**config.mk**
```make
export PLATFORM = sky130hd
export DESIGN_NAME = rotating_key_xor_byte_cipher_top_flat
export DESIGN_NICKNAME = d
export VERILOG_FILES = /design/src/rtl/rkxbc_pkg.sv /design/src/rtl/rkxbc_if.sv /design/src/rtl/rotating_key_xor_byte_cipher_top.sv /design/src/flat_wrapper.sv
export SDC_FILE = /design/constraint.sdc
export NUM_CORES = 1
export LEC_CHECK = 0
export ABC_AREA = 1
export BUFFER_PORTS_ARGS = -buffer_cell sky130_fd_sc_hd__buf_4
export CORE_AREA = 2 2 165 167
export CTS_CLUSTER_SIZE = 40
export DETAILED_ROUTE_END_ITERATION = 12
export DIE_AREA = 0 0 167 169
export GPL_TIMING_DRIVEN = 0
export PLACE_DENSITY = 0.8
export SLEW_MARGIN = 20
export SYNTH_ARGS = -nofsm -noshare
export SYNTH_HDL_FRONTEND = slang
export SYNTH_SLANG_ARGS = --single-unit
```
**constraint.sdc**
```tcl
create_clock -name clk -period 2 [get_ports clk]
set_input_delay 0.1 -clock clk [delete_from_list [all_inputs] [get_ports clk]]
set_output_delay 0.1 -clock clk [all_outputs]
set_load 0.05 [all_outputs]
```
**src/rtl/rkxbc_pkg.sv**
```systemverilog
`default_nettype none

package rkxbc_pkg;

	localparam int KEY_BYTES   = 16;
	localparam int KEY_WORDS   = KEY_BYTES / 4;
	localparam int TWEAK_BYTES = 8;
	localparam int POS_W       = $clog2(KEY_BYTES);
	localparam int CFG_IDX_W   = $clog2(KEY_WORDS);
	localparam int CFG_DATA_W  = 32;
	localparam int ADDR_W      = 32;

	localparam logic [7:0] PASS_BYTE = 8'hFF;

	localparam logic [31:0] KEY_WORD_RESET [KEY_WORDS] = '{
		32'h16157E2B, 32'hA6D2AE28, 32'h8815F7AB, 32'h3C4FCF09
	};

	typedef logic [7:0]       byte_t;
	typedef logic [POS_W-1:0] pos_t;

	// register indexes on the config port
	typedef enum logic [CFG_IDX_W-1:0] {
		CFG_KEY_WORD0 = 2'd0,
		CFG_KEY_WORD1 = 2'd1,
		CFG_KEY_WORD2 = 2'd2,
		CFG_KEY_WORD3 = 2'd3
	} cfg_reg_t;

	// tweak byte k: bits 4k+7..4k of the address, zero-filled above bit 31
	function automatic byte_t tweak_byte(input logic [ADDR_W-1:0] addr, input int k);
		logic [ADDR_W+7:0] wide;
		wide = {8'd0, addr} >> (4 * k);
		return wide[7:0];
	endfunction

	function automatic byte_t rotl1(input byte_t b);
		return {b[6:0], b[7]};
	endfunction

endpackage

`default_nettype wire

```
**src/rtl/rkxbc_if.sv**
```systemverilog
`default_nettype none

// input beat: one data byte plus block marker and address
interface rkxbc_in_if;
	logic        valid;
	logic        ready;
	logic        block_start;
	logic [31:0] block_address;
	logic [7:0]  data_in;

	modport source (output valid, output block_start, output block_address,
		output data_in, input ready);
	modport sink (input valid, input block_start, input block_address,
		input data_in, output ready);
endinterface

// output beat: one transformed byte
interface rkxbc_out_if;
	logic       valid;
	logic       ready;
	logic [7:0] data_out;

	modport source (output valid, output data_out, input ready);
	modport sink (input valid, input data_out, output ready);
endinterface

`default_nettype wire

```
**src/rtl/rotating_key_xor_byte_cipher_top.sv**
```systemverilog
`default_nettype none

// Rotating-key XOR byte cipher. One byte in, one byte out, in order; encrypt
// and decrypt are the same operation. A beat with block_start set reloads the
// 16-byte running key as base key XOR a tweak from block_address (key byte i
// uses address bits 4*(i%8)+7..4*(i%8)) and restarts the byte position at 0.
// A 0xFF byte passes through and does not rotate the key; any other byte is
// XORed with the key byte at the current position, which then rotates left
// by one. The position advances on every byte and wraps at 16.
// Throughput: one byte per cycle while the sink keeps up. The key lookup, XOR and
// rotate sit between the input beat and a single output register; input
// ready drops only while that output register holds a beat the sink has not
// taken. Base key writes (cfg_we/cfg_index/cfg_data) land in the base key
// only; the running key picks them up at the next block start. Reset loads
// the running key with the untweaked reset base key.
module rotating_key_xor_byte_cipher_top
	import rkxbc_pkg::*;
(
	input  wire logic                  clk,
	input  wire logic                  arst_n,
	input  wire logic                  cfg_we,
	input  wire logic [CFG_IDX_W-1:0]  cfg_index,
	input  wire logic [CFG_DATA_W-1:0] cfg_data,
	rkxbc_in_if.sink                   in_ch,
	rkxbc_out_if.source                out_ch
);

	logic [31:0] base_key_q [KEY_WORDS];
	byte_t       key_q      [KEY_BYTES];
	pos_t        pos_q;
	logic        out_valid_q;
	byte_t       data_out_s1;

	byte_t base_byte [KEY_BYTES];
	byte_t load_byte [KEY_BYTES];
	byte_t key_next  [KEY_BYTES];
	logic  in_beat;
	logic  pass;
	pos_t  cur_pos;
	byte_t cur_key;

	// base key viewed as bytes, and the tweaked reload value per byte
	always_comb begin
		for (int i = 0; i < KEY_BYTES; i++) begin
			base_byte[i] = base_key_q[i / 4][8 * (i % 4) +: 8];
			load_byte[i] = base_byte[i] ^ tweak_byte(in_ch.block_address, i % TWEAK_BYTES);
		end
	end

	// output register frees up when empty or being drained this cycle
	assign in_ch.ready = !out_valid_q || out_ch.ready;
	assign in_beat     = in_ch.valid && in_ch.ready;
	assign pass        = (in_ch.data_in == PASS_BYTE);

	// on a block start the byte uses freshly loaded key byte 0
	assign cur_pos = in_ch.block_start ? '0 : pos_q;
	assign cur_key = in_ch.block_start ? load_byte[0] : key_q[pos_q];

	// next running key: reload on block start, then rotate the byte in use unless it is 0xFF
	always_comb begin
		for (int i = 0; i < KEY_BYTES; i++) begin
			key_next[i] = in_ch.block_start ? load_byte[i] : key_q[i];
		end
		if (!pass) begin
			key_next[cur_pos] = rotl1(cur_key);
		end
	end

	// base key registers
	always_ff @(posedge clk or negedge arst_n) begin
		if (!arst_n) begin
			for (int w = 0; w < KEY_WORDS; w++) begin
				base_key_q[w] <= KEY_WORD_RESET[w];
			end
		end else if (cfg_we) begin
			case (cfg_reg_t'(cfg_index))
				CFG_KEY_WORD0: base_key_q[0] <= cfg_data;
				CFG_KEY_WORD1: base_key_q[1] <= cfg_data;
				CFG_KEY_WORD2: base_key_q[2] <= cfg_data;
				CFG_KEY_WORD3: base_key_q[3] <= cfg_data;
				default: ;
			endcase
		end
	end

	// running key and position
	always_ff @(posedge clk or negedge arst_n) begin
		if (!arst_n) begin
			for (int i = 0; i < KEY_BYTES; i++) begin
				key_q[i] <= KEY_WORD_RESET[i / 4][8 * (i % 4) +: 8];
			end
			pos_q <= '0;
		end else if (in_beat) begin
			for (int i = 0; i < KEY_BYTES; i++) begin
				key_q[i] <= key_next[i];
			end
			pos_q <= cur_pos + pos_t'(1);
		end
	end

	// output register
	always_ff @(posedge clk or negedge arst_n) begin
		if (!arst_n) begin
			out_valid_q <= 1'b0;
		end else if (in_ch.ready) begin
			out_valid_q <= in_ch.valid;
		end
	end

	always_ff @(posedge clk) begin
		if (in_beat) begin
			data_out_s1 <= pass ? in_ch.data_in : (in_ch.data_in ^ cur_key);
		end
	end

	assign out_ch.valid    = out_valid_q;
	assign out_ch.data_out = data_out_s1;

endmodule

`default_nettype wire
```
**src/flat_wrapper.sv**
```systemverilog
// flat-port wrapper written by rule: the top's interface ports become plain ports
module rotating_key_xor_byte_cipher_top_flat import rkxbc_pkg::*;
  (clk, arst_n, cfg_we, cfg_index, cfg_data, in_ch_valid, in_ch_block_start, in_ch_block_address, in_ch_data_in, in_ch_ready, out_ch_valid, out_ch_data_out, out_ch_ready);
  rkxbc_in_if in_ch_i ();
  rkxbc_out_if out_ch_i ();
  input  wire logic clk;
  input  wire logic arst_n;
  input  wire logic cfg_we;
  input  wire logic [CFG_IDX_W-1:0] cfg_index;
  input  wire logic [CFG_DATA_W-1:0] cfg_data;
  input wire logic [$bits(in_ch_i.valid)-1:0] in_ch_valid;
  input wire logic [$bits(in_ch_i.block_start)-1:0] in_ch_block_start;
  input wire logic [$bits(in_ch_i.block_address)-1:0] in_ch_block_address;
  input wire logic [$bits(in_ch_i.data_in)-1:0] in_ch_data_in;
  output wire logic [$bits(in_ch_i.ready)-1:0] in_ch_ready;
  output wire logic [$bits(out_ch_i.valid)-1:0] out_ch_valid;
  output wire logic [$bits(out_ch_i.data_out)-1:0] out_ch_data_out;
  input wire logic [$bits(out_ch_i.ready)-1:0] out_ch_ready;
  assign in_ch_i.valid = in_ch_valid;
  assign in_ch_i.block_start = in_ch_block_start;
  assign in_ch_i.block_address = in_ch_block_address;
  assign in_ch_i.data_in = in_ch_data_in;
  assign in_ch_ready = in_ch_i.ready;
  assign out_ch_valid = out_ch_i.valid;
  assign out_ch_data_out = out_ch_i.data_out;
  assign out_ch_i.ready = out_ch_ready;
  rotating_key_xor_byte_cipher_top u_core (.clk(clk), .arst_n(arst_n), .cfg_we(cfg_we), .cfg_index(cfg_index), .cfg_data(cfg_data), .in_ch(in_ch_i), .out_ch(out_ch_i));
endmodule
```
# Word-level counts from Yosys, hierarchy flattened

Cells that the tools add are included.

Output and inout port bits: 10
Register bits: 269
Word-level logic and storage cells: 85

$add $sub $neg: 1
Reductions and logical operators: 9
Magnitude comparators: 3
Equality and inequality tests: 4
Mux-type cells: 26
Bitwise operators: 19

Operators by type and width:

| cell                                                     | count |
|---|---|
| 2-to-1 mux 8 bit                                         | 21 |
| bitwise mux 128 bit                                      | 1 |
| 2-to-1 mux 128 bit                                       | 1 |
| bitwise XOR 8 bit                                        | 15 |
| binary-select mux 8 bit (select 4 bit)                   | 1 |
| demux 8 bit (select 4 bit)                               | 1 |
| bitwise XOR 8 x 4 -> 8 bit                               | 2 |
| greater-or-equal comparator 5 bit, second input constant | 2 |
| inverter 4 -> 5 bit                                      | 2 |
| == test 8 bit, second input constant                     | 1 |
| AND reduction 2 bit                                      | 4 |
| < comparator 5 x 1 -> 1 bit, second input constant       | 1 |
| adder 4 x 1 -> 4 bit, second input constant              | 1 |
| == test 2 bit, second input constant                     | 2 |
| 2-to-1 mux 4 bit                                         | 1 |
| == test 2 x 1 -> 1 bit, second input constant            | 1 |
| logical AND 1 bit                                        | 2 |
| zero test 2 bit                                          | 1 |
| zero test 1 bit                                          | 1 |
| logical OR 1 bit                                         | 1 |

# Logic depth before layout (Yosys ltp)

Gate-level depths: netlist of the first run.

Depth in word-level cells: 8
Mapped depth: 14

# Worst setup path before layout of the first run

No wires, ideal clock.

Kind: flip-flop to flip-flop
Start point: reg u_core.out_valid_q (netlist: u_core.out_ch.valid)
End point: reg u_core.key_q[103] (netlist name)
Data required time: 1.883 ns
Clock period less this slack: 2.189 ns
Stages on the path, launching flop included: 8
Setup slack: -0.189 ns
Path buffers: 2
Arrival time: 2.072 ns
Path through: dfrtp_1 -> nand2_1 -> nand2_1 -> clkbuf_1 -> buf_1 -> a21oi_1 -> nand2_1 -> nand2_1

Word-level cells in the longest chain between the ends: 3

Ends and longest elaborated chain:

| item                          | RTL line                                | source |
|---|---|---|
| start, declared               | rotating_key_xor_byte_cipher_top.sv:31  | `logic out_valid_q;` |
| start signal, assigned        | rotating_key_xor_byte_cipher_top.sv:106 | `out_valid_q <= in_ch.valid;` |
| zero test 1 bit               | rotating_key_xor_byte_cipher_top.sv:51  | `assign in_ch.ready = !out_valid_q \|\| out_ch.ready;` |
| logical OR 1 bit              | rotating_key_xor_byte_cipher_top.sv:51  |  |
| named net in_ch_ready         | flat_wrapper.sv:15                      | `output wire logic [$bits(in_ch_i.ready)-1:0] in_ch_ready;` |
| logical AND 1 bit             | rotating_key_xor_byte_cipher_top.sv:52  | `assign in_beat = in_ch.valid && in_ch.ready;` |
| end signal, assigned by index | rotating_key_xor_byte_cipher_top.sv:90  | `key_q[i] <= KEY_WORD_RESET[i / 4][8 * (i % 4) +: 8];` |
| end signal, assigned by index | rotating_key_xor_byte_cipher_top.sv:95  | `key_q[i] <= key_next[i];` |
| end, declared                 | rotating_key_xor_byte_cipher_top.sv:29  | `byte_t key_q [KEY_BYTES];` |

The timed path passes the listed nets, and every way through them passes these cells.
A chain may end at the register's enable or synchronous reset.

# Worst setup path in the final report of the first run

Start point: reg u_core.base_key_q, in the netlist u_core.base_byte[122]
End point: reg u_core.data_out_s1[2] (netlist: u_core.out_ch.data_out[2]) (data pin)

Word-level cells in the longest chain between the ends: 4

Ends and longest elaborated chain:

| item                            | RTL line                                | source |
|---|---|---|
| start, declared                 | rotating_key_xor_byte_cipher_top.sv:28  | `logic [31:0] base_key_q [KEY_WORDS];` |
| start signal, assigned by index | rotating_key_xor_byte_cipher_top.sv:73  | `base_key_q[w] <= KEY_WORD_RESET[w];` |
| bitwise XOR 8 bit               | rotating_key_xor_byte_cipher_top.sv:46  | `load_byte[i] = base_byte[i] ^ tweak_byte(in_ch.block_address, i % TWEAK_BYTES);` |
| 2-to-1 mux 8 bit                | rotating_key_xor_byte_cipher_top.sv:57  | `assign cur_key = in_ch.block_start ? load_byte[0] : key_q[pos_q];` |
| bitwise XOR 8 bit               | rotating_key_xor_byte_cipher_top.sv:112 | `data_out_s1 <= pass ? in_ch.data_in : (in_ch.data_in ^ cur_key);` |
| 2-to-1 mux 8 bit                | rotating_key_xor_byte_cipher_top.sv:112 |  |
| end signal, assigned            | rotating_key_xor_byte_cipher_top.sv:112 |  |
| end, declared                   | rotating_key_xor_byte_cipher_top.sv:32  | `byte_t data_out_s1;` |

Every way passes these cells.

==> run metrics, run 1 <==
sequential power share 36.1%; layout cells sized above 1 21.07%; DRT iter0 DRCs 2589; Final WS setup -0.07401 ns; Synth area leader dfstp_2; Post-synth EDFFs 8; Synthesized Nets 2303; syn avg cell area 7.245 µm²; share of flip-flops with an asynchronous set or reset 97.03%; clk slew on worst S/H paths 0.07 ns; Initial Utilization 60.67%; via count 17470; Global Route Usage Sum 48.38%; register bit total from synthesis 269; Final Hold Viols 0; Final Cell Area 19840 µm²; WS Path Type reg2reg; Data arrival, critical path 2.40 ns; Placeable Area 26500 µm²; Synth Instances 2219; HP Class in2reg; area taken by multi-input logic gates 8198 µm²; FF/Latch Area 6935 µm²; initial antenna violation count 2; Sw Pwr 8.868 mW; r2r startpoint u_core.base_byte[122]$_DFFE_PN0P_; critical path required time 2.33 ns; CP endpoint kind register; status finished, violations left; I/O Buffers 61; largest net degree at the start of global routing 100; clk_lat worst skew 0.59 ns; count leader, synth nand2_1; Yosys warning total 0; vias in the first global route 16510; DR WL/cell 24.89 µm; drt total wl 69.33 mm; final setup vio count 33; global placer's final weighted congestion 1.053; Mapped Area 16080 µm²; First-pass DRT Iterations 9; Area contributors post-synth dfstp_2 (21%), dfrtp_1 (20%), nand2_1 (17%), nand3_1 (7.5%), a21oi_1 (7.5%); CTS Buf Count 29; max-cap viol count 0; most frequent cells after synthesis nand2_1 (719), nand3_1 (242), a21oi_1 (241); fmax 482.2 MHz; IO Count 90; worst hold start in_ch_block_start; R2R setup slack -0.07 ns; Num Clock Sinks 269; dpl cells 2623; first-pass GRT wire length 101.9 mm; CTS tree done; Fillers 1956; Worst Setup SP u_core.base_byte[122]$_DFFE_PN0P_; Non-Filler Instances 2785; ys flop type dfrtp_1; slew margin rel. 29.17%; # rows 60; Routed Antenna Nets 0; Die Wd 167 µm; Clk network pwr share 26.1%; Final Max Tran Viols 0; Final min period 2.074 ns; switching part of the total 40.09%; die height 169 µm; DP Wirelength 47.34 mm; combinational power share 37.7%; H-tree depth 1; clk buf depth 3; Post-DP Area 17030 µm²; library cells used by synthesis 30; grt ovf 0; synthesis-to-layout area growth 23.39%; Nets 2505; Root Buffer clkbuf_16; failing checks negative setup slack; leak pwr 9.090 nW; Antenna Cells 0; PwrDens 1115 nW/µm²; Int Power 13.25 mW; Peak VDD IR 0.9388 mV; maximum fanout along the worst path 10; clock skew 0.01376 ns; Vias/cell 6.272; Power, Total 22.12 mW; area share of the largest cell type after synthesis 21.25%; DRC viols 0; RSZ-0062 raised after global routing true; Period Utilization, post-route 103.7%; register area share after synthesis 43.13%; crit start category register; die area 28220 µm²; slew of the pin with the lowest slew margin 1.055 ns
==> layout by cell type, fill, tap and decap left out, drive strengths merged <==
master       instances
edfxtp               8
a21oi              241
clkinv               6
dfrtp              131
xor2                 1
ha                   4
o22ai                1
buf                203
inv                168
dlygate4sd3         43
nor3                 1
nand4                2
a31oi                8
clkbuf             122
xnor2              112
dfstp              130
or2                  1
clkinvlp             1
a31o                 1
bufinv               1
nand2              732
nand3              243
nor2               138
o21ai              146
==> registers in the layout, summed over array words and instances, names as in the netlist <==
name and count:
u_core.out_ch.valid 1, u_core.key_q 128, u_core.base_byte 128, u_core.out_ch.data_out 8, u_core.pos_q 4
==> routing by layer <==
metal | GRT usage [%] | wire length, µm | up-vias
met5 | 0 | 27 | -
met4 | 29.50 | 5616 | 4
met3 | 16.23 | 10160 | 340
met2 | 71.23 | 28820 | 1414
met1 | 61.95 | 24700 | 8202
li1 | - | - | 7507
==> stage by stage <==
stage                     utilization (%)  worst slack (ns)  TNS, ns  hold WS (ns)
after global routing                74.86           -0.1187   -4.905       0.07768
after global placement              64.02            -1.562  -270.23        0.3582
after CTS                           72.74          -0.03089  -0.1909      0.006924
final                               74.86          -0.07401  -0.9208       0.05472
after floorplan                         -            0.1683        0       -0.1956
after detailed placement            64.25           -0.4759   -43.82        0.1004
==> worst max-delay path, stage by stage, from the launching register on <==
cell	delay (ns)
dfrtp_1	0.43
o21ai_4	0.65
clkbuf_2	0.50
nand2_1	0.10
nand2_1	0.08
nand3_1	0.06
==> logic make-up (layout without fill, tap and decap cells) <==
logic type      Yosys count  after routing  share of synthesized area, %
flops                   269            269                         43.13
buf+inv                 320            544                         8.686
compound gates          397            397                         12.64
fa+ha+maj                 4              4                        0.3113
xor+xnor                113            113                         6.156
simple gates           1116           1117                         29.08
==> path summary, 6_finish.rpt <==
check / end / cells after the start
setup / recovery: u_core.out_ch.data_out[2]$_DFFE_PP_ / 5
hold / removal: u_core.pos_q[3]$_DFFE_PN0P_ / 5
setup reg to reg: u_core.out_ch.data_out[2]$_DFFE_PP_ / 5
hold reg to reg: u_core.key_q[69]$_DFFE_PN1P_ / 2
max in group asynchronous: u_core.base_byte[118]$_DFFE_PN1P_ / 3
min in group asynchronous: u_core.key_q[60]$_DFFE_PN0P_ / 2
==> area by class of cell <==
type | instances | area share, %
Sequential cell | 269 | 34.96
Inverter | 167 | 3.437
Clock inverter | 9 | 0.4415
Buffer | 153 | 4.857
Tap cell | 341 | 2.151
Multi-Input combinational cell | 1631 | 41.32
Timing Repair Buffer | 170 | 8.155
Clock buffer | 45 | 4.674
==> power by group through the flow <==
stage	Sequential, mW	Clock, mW	Combinational (mW)
after CTS	7.92	5.72	7.44
after global placement	7.91	0	6.61
after global routing	8.10	5.91	8.71
after floorplan	7.82	0	4.23
final	8.00	5.78	8.34
after detailed placement	7.97	0	6.73
==> timing repair <==
| item | CTS | global route |
|---|---|---|
| setup buffers | 51 | 13 |
| endpoints found under the hold margin | 203 | 0 |
| resized for setup | 97 | 119 |
| pin swaps | 21 | 12 |
| endpoints found under the setup margin | 137 | 134 |
| cloned | 1 | 0 |
| hold buffers | 43 | 0 |
Note: power is estimated with default switching activity, not from simulation.
==> inputs of run 2 (changes only) <==
- GPL_TIMING_DRIVEN: 0 -> 1
==> run 2 against run 1 <==
- the flow now finishes without violations
- final cell count decreased by 3.7%
- first-iteration DRC count decreased by 9.0%
- fmax increased by 7.2%
- critical path type unchanged
- largest power group is now sequential cells
- sequential power is 1% higher
- largest cell class unchanged
- clock skew grew 0.0054 ns
- worst hold slack worse by 0.019 ns
- setup slack better by 0.14 ns
- wire length is 22% lower
- critical path depth up 5
- count of clock-buffer cells in the layout rose by 3
- register-to-register slack better by 0.14 ns
==> run metrics, run 2 (synthesis results as in run 1) <==
synthesis-to-layout area growth 17.48% (was 23.39%); Final WS setup 0.06580 ns (was -0.07401 ns); Num Clock Sinks 269 (unchanged); clock skew 0.01920 ns (was 0.01376 ns); DRT iter0 DRCs 2356 (was 2589); Data arrival, critical path 2.24 ns (was 2.40 ns); vias in the first global route 14840 (was 16510); r2r endpoint u_core.out_ch.data_out[1]$_DFFE_PP_ (was u_core.out_ch.data_out[2]$_DFFE_PP_); Nets 2401 (was 2505); Hold Crit Depth 5 (unchanged); max-cap viol count 0 (unchanged); Non-Filler Instances 2681 (was 2785); I/O Buffers 89 (was 61); largest net degree at the start of global routing 132 (was 100); via count 15900 (was 17470); crit start category register (unchanged); Placeable Area 26500 µm² (unchanged); status completed (was finished, violations left); slew margin rel. 22.42% (was 29.17%); slew of the pin with the lowest slew margin 1.164 ns (was 1.055 ns); Vias/cell 5.930 (was 6.272); Antenna Cells 0 (unchanged); grt ovf 0 (unchanged); H-tree depth 1 (unchanged); clk buf depth 3 (unchanged); most common cell after layout, fill and taps aside nand2_1 (unchanged); first-pass GRT wire length 84.12 mm (was 101.9 mm); IO Count 90 (unchanged); clk slew on worst S/H paths 0.07 ns (about the same); critical path required time 2.31 ns (was 2.33 ns); leak pwr 8.771 nW (was 9.090 nW); Hold Path Sink u_core.key_q[127]$_DFFE_PN0P_ (was u_core.pos_q[3]$_DFFE_PN0P_); worst hold start in_ch_block_address[6] (was in_ch_block_start); layout cells sized above 1 18.12% (was 21.07%); HP Class in2reg (unchanged); R2R cell count 10 (was 5); commonest cells after routing, fill and taps aside nand2_1 (715), a21oi_1 (241), nand3_1 (240) (was nand2_1 (708), a21oi_1 (224), nand3_1 (209)); PwrDens 1084 nW/µm² (was 1115 nW/µm²); die height 169 µm (unchanged); setup TNS 0 ns (was -0.9208 ns); CTS Buf Count 30 (was 29); Global Route Usage Sum 38.17% (was 48.38%); drt total wl 54.33 mm (was 69.33 mm); Initial Utilization 60.67% (unchanged); # rows 60 (unchanged); DP Wirelength 37.60 mm (was 47.34 mm); dpl cells 2581 (was 2623); RSZ-0062 raised after global routing false (was true); Final min period 1.934 ns (was 2.074 ns); Setup WS pre-CTS 0.02920 ns (was -0.4759 ns); post-CTS setup buffer count 0 (was 51); WS Path Type reg2reg (unchanged); die area 28220 µm² (unchanged); initial antenna violation count 0 (was 2); r2r startpoint u_core.pos_q[0]$_DFFE_PN0P_ (was u_core.base_byte[122]$_DFFE_PN0P_); maximum fanout along the worst path 14 (was 10); Period Utilization, post-route 96.71% (was 103.7%); global placer's final weighted congestion 1.034 (was 1.053); Routed Antenna Nets 0 (unchanged); final setup vio count 0 (was 33); First-pass DRT Iterations 5 (was 9); Final Max Tran Viols 0 (unchanged); R2R setup slack 0.07 ns (was -0.07 ns); clk_lat worst skew 0.57 ns (was 0.59 ns); CP endpoint kind register (unchanged); CTS tree done (unchanged); DR WL/cell 20.26 µm (was 24.89 µm); fmax 517.0 MHz (was 482.2 MHz); DRC viols 0 (unchanged); Final Hold Viols 0 (unchanged); Peak VDD IR 0.9190 mV (was 0.9388 mV); Die Wd 167 µm (unchanged); Root Buffer clkbuf_16 (unchanged)
## run 2: worst max path at each step
stage                                                      to                       startpoint  cells after the start
after floorplan                 u_core.key_q[103]$_DFFE_PN0P_  u_core.out_ch.valid$_DFFE_PN0N_                      7
after global placement          u_core.key_q[112]$_DFFE_PN0P_      u_core.pos_q[0]$_DFFE_PN0P_                     12
after detailed placement        u_core.key_q[112]$_DFFE_PN0P_      u_core.pos_q[0]$_DFFE_PN0P_                     12
after CTS                       u_core.key_q[112]$_DFFE_PN0P_      u_core.pos_q[0]$_DFFE_PN0P_                     12
after global routing            u_core.key_q[110]$_DFFE_PN0P_      u_core.pos_q[0]$_DFFE_PN0P_                     13
final                     u_core.out_ch.data_out[1]$_DFFE_PP_      u_core.pos_q[0]$_DFFE_PN0P_                     10
## run 2: critical path: stages (launching register included)
cell,delay [ns]
dfrtp_2,0.44
buf_12,0.16
buf_4,0.16
nand2_1,0.12
nand3_1,0.12
nand3_1,0.10
nand3_1,0.07
nand2_1,0.08
nand2_2,0.17
nand3_1,0.13
nand3_1,0.10
## run 2: per-layer routing
metal	vias to the layer above	GRT usage, %	part of all wire [%]
met1	7560	53.98	41
met4	0	16.12	4.5
met5	-	0	0
met3	144	6.897	11
li1	7289	-	-
met2	906	58.17	44
## run 2: stage by stage
stage          power [mW]  utilization (%)  instance area [µm²]  hold slack, ns
6_report            20.47            71.27                18890         0.03558
5_1_grt             21.39            71.27                18890         0.06316
4_1_cts             20.20            71.07                18830         0.01810
3_5_place_dp        14.45            65.54                17370         0.09837
3_3_place_gp        14.30            65.54                17370         0.08847
2_1_floorplan       12.04                -                16080         -0.1956
## run 2: where the power goes
group          leakage, nW  internal (mW)  switching (mW)
Clock                0.504           3.37            2.32
Sequential            3.08           7.03            1.06
Combinational         5.19           2.54            4.14
Total                 8.77           12.9            7.53
## run 2: layout make-up
cell class | instances | area (µm²)
Sequential cell | 269 | 6937
Tap cell | 341 | 426.7
Multi-Input combinational cell | 1630 | 7799
Timing Repair Buffer | 219 | 2072
Fill cell | 2105 | 7614
Inverter | 167 | 636.9
Clock inverter | 7 | 63.81
Clock buffer | 48 | 952.2
## run 2: what timing repair did
item	CTS	global route
setup endpoints to repair	0	78
hold buffers	45	0
resized for setup	0	11
endpoints found under the hold margin	252	0
